[src/sv/fpm_pkg.sv]
// Shared types and constants for the fixed-partition word memory.
// Holds the request/response payloads, operation and status codes, controller
// states and the command/status bundles between controller and datapath.
package fpm_pkg;

  localparam int MEM_WORDS_DEF  = 1024;
  localparam int OS_WORDS_DEF   = 256;
  localparam int PART_WORDS_DEF = 128;
  localparam int NUM_PARTS_DEF  = 6;
  localparam int WORD_BITS_DEF  = 32;

  // Fixed field widths of the payloads.
  localparam int DATA_W = 32;
  localparam int BASE_W = 10;

  typedef enum logic [2:0] {
    KIND_READ  = 3'd0,
    KIND_WRITE = 3'd1,
    KIND_LOAD  = 3'd2,
    KIND_ALLOC = 3'd3,
    KIND_FREE  = 3'd4
  } kind_t;

  typedef enum logic [2:0] {
    STAT_OK         = 3'd0,
    STAT_BAD_ADDR   = 3'd1,
    STAT_LOAD_LIMIT = 3'd2,
    STAT_TOO_LARGE  = 3'd3,
    STAT_NONE_FREE  = 3'd4,
    STAT_FREE_REJ   = 3'd5
  } status_t;

  typedef struct packed {
    logic [2:0]               kind;
    logic [11:0]              address;
    logic [11:0]              end_address;
    logic [9:0]               word_index;
    logic [10:0]              word_count;
    logic signed [DATA_W-1:0] data;
    logic [11:0]              size_needed;
  } request_t;

  typedef struct packed {
    logic signed [DATA_W-1:0] read_data;
    logic [2:0]               status;
    logic [BASE_W-1:0]        base_out;
  } response_t;

  typedef enum logic [2:0] {
    S_CLEAR,
    S_IDLE,
    S_EXEC,
    S_PROBE,
    S_CHECK,
    S_MARK,
    S_FREE
  } state_t;

  typedef enum logic [1:0] {
    RA_INPUT,
    RA_REQ,
    RA_PROBE
  } raddr_sel_t;

  typedef enum logic [1:0] {
    RES_EXEC,
    RES_NONE_FREE,
    RES_ALLOC,
    RES_FREE_OK
  } res_sel_t;

  typedef struct packed {
    logic       capture;
    logic       clear_wr;
    logic       exec_wr;
    logic       probe_init;
    logic       probe_next;
    logic       mark_init;
    logic       mark_wr;
    logic       free_init;
    logic       free_wr;
    logic       out_load;
    raddr_sel_t raddr_sel;
    res_sel_t   res_sel;
  } cmd_t;

  typedef struct packed {
    logic [2:0] kind;
    logic       out_ready;
    logic       clear_last;
    logic       alloc_ok;
    logic       free_ok;
    logic       probe_end;
    logic       probe_free;
    logic       mark_last;
    logic       free_last;
  } stat_t;

endpackage

[src/sv/fpm_ctrl.sv]
// Controller state machine of the fixed-partition memory.
// Depends on fpm_pkg for states and the command/status bundles.
module fpm_ctrl (
  input  logic           clk,
  input  logic           rst,
  input  logic           request_valid,
  output logic           request_stall,
  input  fpm_pkg::stat_t stat,
  output fpm_pkg::cmd_t  cmd
);

  fpm_pkg::state_t state;
  fpm_pkg::state_t state_next;

  always_ff @(posedge clk) begin
    if (rst) begin
      state <= fpm_pkg::S_CLEAR;
    end else begin
      state <= state_next;
    end
  end

  always_comb begin
    state_next    = state;
    cmd           = '0;
    cmd.raddr_sel = fpm_pkg::RA_REQ;
    cmd.res_sel   = fpm_pkg::RES_EXEC;
    request_stall = 1'b1;
    case (state)
      fpm_pkg::S_CLEAR: begin
        cmd.clear_wr = 1'b1;
        if (stat.clear_last) begin
          state_next = fpm_pkg::S_IDLE;
        end
      end
      fpm_pkg::S_IDLE: begin
        // The read port looks at the incoming address so that the data is
        // ready in the execute cycle.
        request_stall = 1'b0;
        cmd.raddr_sel = fpm_pkg::RA_INPUT;
        if (request_valid) begin
          cmd.capture = 1'b1;
          state_next  = fpm_pkg::S_EXEC;
        end
      end
      fpm_pkg::S_EXEC: begin
        case (stat.kind)
          fpm_pkg::KIND_ALLOC: begin
            if (stat.alloc_ok) begin
              cmd.probe_init = 1'b1;
              state_next     = fpm_pkg::S_PROBE;
            end else if (stat.out_ready) begin
              cmd.out_load = 1'b1;
              state_next   = fpm_pkg::S_IDLE;
            end
          end
          fpm_pkg::KIND_FREE: begin
            if (stat.free_ok) begin
              cmd.free_init = 1'b1;
              state_next    = fpm_pkg::S_FREE;
            end else if (stat.out_ready) begin
              cmd.out_load = 1'b1;
              state_next   = fpm_pkg::S_IDLE;
            end
          end
          default: begin
            if (stat.out_ready) begin
              cmd.exec_wr  = 1'b1;
              cmd.out_load = 1'b1;
              state_next   = fpm_pkg::S_IDLE;
            end
          end
        endcase
      end
      fpm_pkg::S_PROBE: begin
        cmd.raddr_sel = fpm_pkg::RA_PROBE;
        if (stat.probe_end) begin
          if (stat.out_ready) begin
            cmd.out_load = 1'b1;
            cmd.res_sel  = fpm_pkg::RES_NONE_FREE;
            state_next   = fpm_pkg::S_IDLE;
          end
        end else begin
          state_next = fpm_pkg::S_CHECK;
        end
      end
      fpm_pkg::S_CHECK: begin
        cmd.raddr_sel = fpm_pkg::RA_PROBE;
        if (stat.probe_free) begin
          cmd.mark_init = 1'b1;
          state_next    = fpm_pkg::S_MARK;
        end else begin
          cmd.probe_next = 1'b1;
          state_next     = fpm_pkg::S_PROBE;
        end
      end
      fpm_pkg::S_MARK: begin
        // The last mark is held back until the response register has room.
        if (!stat.mark_last) begin
          cmd.mark_wr = 1'b1;
        end else if (stat.out_ready) begin
          cmd.mark_wr  = 1'b1;
          cmd.out_load = 1'b1;
          cmd.res_sel  = fpm_pkg::RES_ALLOC;
          state_next   = fpm_pkg::S_IDLE;
        end
      end
      fpm_pkg::S_FREE: begin
        if (!stat.free_last) begin
          cmd.free_wr = 1'b1;
        end else if (stat.out_ready) begin
          cmd.free_wr  = 1'b1;
          cmd.out_load = 1'b1;
          cmd.res_sel  = fpm_pkg::RES_FREE_OK;
          state_next   = fpm_pkg::S_IDLE;
        end
      end
      default: begin
        state_next = fpm_pkg::S_IDLE;
      end
    endcase
  end

  a_capture_to_exec: assert property (@(posedge clk) disable iff (rst)
    cmd.capture |=> state == fpm_pkg::S_EXEC)
    else $error("captured request did not move to execute");

  a_load_needs_room: assert property (@(posedge clk) disable iff (rst)
    cmd.out_load |-> stat.out_ready)
    else $error("response loaded while the response register was blocked");

  a_one_writer: assert property (@(posedge clk) disable iff (rst)
    $onehot0({cmd.clear_wr, cmd.exec_wr, cmd.mark_wr, cmd.free_wr}))
    else $error("more than one memory write command at once");

  a_clear_ends_on_last: assert property (@(posedge clk) disable iff (rst)
    $fell(state == fpm_pkg::S_CLEAR) |-> $past(stat.clear_last))
    else $error("clearing pass ended before the last word");

endmodule

[config.mk]
export PLATFORM = sky130hd
export DESIGN_NAME = fpm_ctrl
export DESIGN_NICKNAME = d
export VERILOG_FILES = /design/src/sv/fpm_pkg.sv /design/src/sv/fpm_ctrl.sv
export SDC_FILE = /design/constraint.sdc
export NUM_CORES = 1
export LEC_CHECK = 0
export BUFFER_PORTS_ARGS = -buffer_cell sky130_fd_sc_hd__buf_2
export CORE_AREA = 5 5 42 44
export DETAILED_ROUTE_END_ITERATION = 8
export DIE_AREA = 0 0 47 49
export PLACE_DENSITY = 0.84
export SYNTH_ARGS = -nofsm -noshare
export SYNTH_HDL_FRONTEND = slang
export SYNTH_SLANG_ARGS = --single-unit
[constraint.sdc]
create_clock -name clk -period 3.75 [get_ports clk]
set_clock_uncertainty 0.2 [all_clocks]
set_input_delay 0.375 -clock clk [delete_from_list [all_inputs] [get_ports clk]]
set_output_delay 0.375 -clock clk [all_outputs]
set_load 0.02 [all_outputs]
==> metrics.md <==
| Metric | Value |
|---|---|
| Avg WL per Cell | `approximately 13 um` |
| # rows | `14` |
| Syn avg cell area | `roughly 6.9 um2` |
| Ys async rst share | `0%` |
| Worst flop-to-flop path startpoint | `state[2]` |
| I/O pin total | `29` |
| Largest net degree at the start of global routing | `23` |
| IO buf count | `28` |
| CTS tree | `done` |
| Worst Hold Class | `in -> reg` |
| LEAKAGE | `0.357 nW` |
| Starting Density | `39.2%` |
| Max-cap violations | `0` |
| Area fraction of the dominant cell type after synthesis | `10.9%` |
| Die area | `2300 um2` |
| Post-synth EDFFs | `0` |
| First-pass GRT wire length | `2560 um` |
| Synth top area cells | `dfxtp_1, nand2_1, nor2_1, a21oi_1, and3_1` |
| Post-CTS Hold Fix Bufs | `0` |
| Cell with the most instances after synthesis | `nand2_1` |
| Share of cells above drive strength 1 | `40.6%` |
| Worst setup SP type | `flop` |
| CP startpoint | `state[1]` |
| WP data required | `approximately 3.2 ns` |
| Worst setup margin | `1.22 ns` |
| Num Clock Sinks | `3` |
| RSZ-0062 raised after global routing | `no` |
| Final Hold Vio Count | `0` |
| Post-detail-place hpwl | `1210 um` |
| Synth Cell Area | `549 um2` |
| Drt total wl | `roughly 1600 um` |
| Placed cell area | `677 um2` |
| Gpl congestion | `0.796` |
| DRC viols | `0` |
| Final setup fails | `0` |
| GRT busiest layer | `met2` |
| Biggest register | `state` |
| Yosys warns | `0` |
| Worst Max-Slew Pin Slew | `between 0.6 and 0.7 ns` |
| Worst setup path class | `reg -> out` |
| WHS | `approximately 0.16 ns` |
| Setup_tns | `0 ns` |
| Vias in the first global route | `around 630` |
| Setup Buffers After CTS | `0` |
| # fillers | `between 150 and 200` |
| NumNets Final | `121` |
| Final period util | `67.3%` |
| Crit end category | `primary output` |
| Dpl ws | `1.50 ns` |
| GRT Overall Usage | `14.1%` |
| Die Span Y | `49 um` |
| GR Util met2 | `24.2%` |
| Vias/cell | `around 5.7` |
| Mapped Cells | `80` |
| Worst r2r path cells | `4` |
| Status | `completed` |
| Global Route met1 Usage | `18.6%` |
| Leading area contributor after synthesis | `dfxtp_1` |
| Critical R2R Capture | `state[2]` |
| Slew Limit Fails | `0` |
| Max reg flops | `3` |
| Global Route met3 Usage | `0%` |
| Congestion Overflow GR | `0` |
| Cell area after layout | `703 um2` |
| Critical path destination | `cmd[11]` |
| Initial DRC count | `19` |
| Core box area | `1400 um2` |
| Pwr Density | `208 nW/um2` |
| Area Growth Syn to Fin | `28.0%` |
| Synth cell types | `35` |
| Syn_nets | `94` |
| Top FF cell, synth | `dfxtp_1` |
| Clk_lat worst skew | `0.24 ns` |
| Root Driver | `clkbuf_4` |
| Sequential area share after synthesis | `10.9%` |
| Arrival time worst endpoint | `1.95 ns` |
| Top flop regs | `state (3)` |
| Max H-tree Level | `1` |
| Max frequency | `396 MHz` |
| Maximum vdd drop | `97.1 uV` |
| Fin crit period | `2.53 ns` |
| Cts repair resizes | `0` |
| Routed Antenna Nets | `0` |
| Initial antenna violation count | `0` |
| Crit path max fanout | `17` |
| Diode count | `0` |
| R2R setup slack | `approximately 1.8 ns` |
| Routed vias | `696` |
| Clk buf depth | `2` |
| Dpl cells | `118` |
| Synth Register Bits | `3` |
| Worst-path clk slew | `0.04 ns` |
| TritonRoute pass-1 iters | `4` |
| Most frequent cells after synthesis | `nand2_1, nor2_1, a21oi_1, buf_2, o21ai_0` |
| CTS buffer count | `3` |
| Max_slew headroom | `a little over half` |
| Die Wd | `47 um` |
| Post-Layout Cell Count | `122` |
-- routing by layer --
metal / up-vias / routed length (um)
met2: 32 / 794
met3: 2 / 97
li1: 345 / -
met4: 0 / 22
met5: - / 0
met1: 317 / 689
-- worst max-delay path: stages, from the launching register on --
cell and delay, ns:
dfxtp_1 0.67, or3b_4 0.48, a2111oi_2 0.34, buf_2 0.22
-- report_power, final --
part           internal, mW  total, mW  switching (mW)
combinational        0.0197     0.0475          0.0278
sequential           0.0334     0.0394         0.00609
clock                0.0400     0.0591          0.0191
-- how the worst min path moves through the flow --
stage | cells after the start | slack [ns] | from | endpoint
6_report | 2 | 0.16 | rst | state[0]
3_3_place_gp | 2 | 0.40 | rst | state[0]
3_5_place_dp | 2 | 0.40 | rst | state[0]
4_1_cts | 2 | 0.16 | rst | state[0]
5_1_grt | 2 | 0.17 | rst | state[0]
2_1_floorplan | 1 | 0.24 | rst | state[0]
-- logic make-up (layout without fill, tap and decap cells) --
logic type | Yosys count | after routing | synth area share [%]
buffers and inverters | 10 | 36 | 8.66
AO/OA/AOI/OAI | 23 | 23 | 34.4
flip-flops | 3 | 3 | 10.9
AND/OR/NAND/NOR | 42 | 42 | 42.1
multiplexers | 2 | 2 | 3.87
-- cell type report --
class,count,area [um2],area share (%)
clock buffer,4,26.3,3.74
inverter,4,15.0,2.14
multi-input combinational,67,442,62.8
sequential,3,60.1,8.54
tap,16,20.0,2.85
timing repair buffer,28,140,19.9
-- stage by stage --
| stage | total power [mW] | utilization, % |
|---|---|---|
| floorplan | 0.0691 | - |
| global placement | 0.0859 | 48.3 |
| detailed placement | 0.0872 | 48.3 |
| CTS | 0.147 | 50.2 |
| global route | 0.155 | 50.2 |
| finish | 0.146 | 50.2 |
-- placed cells by master (no fill, tap or decap), types with 2 or more instances in the layout --
cell,instances
a21oi_1,5
a22o_1,2
and3_1,4
buf_2,28
clkbuf_4,3
dfxtp_1,3
inv_1,3
nand2_1,13
nand3b_1,2
nor2_1,10
nor2b_1,3
nor3_1,2
o21ai_0,5
No activity file was read; power rests on OpenSTA's default activity.
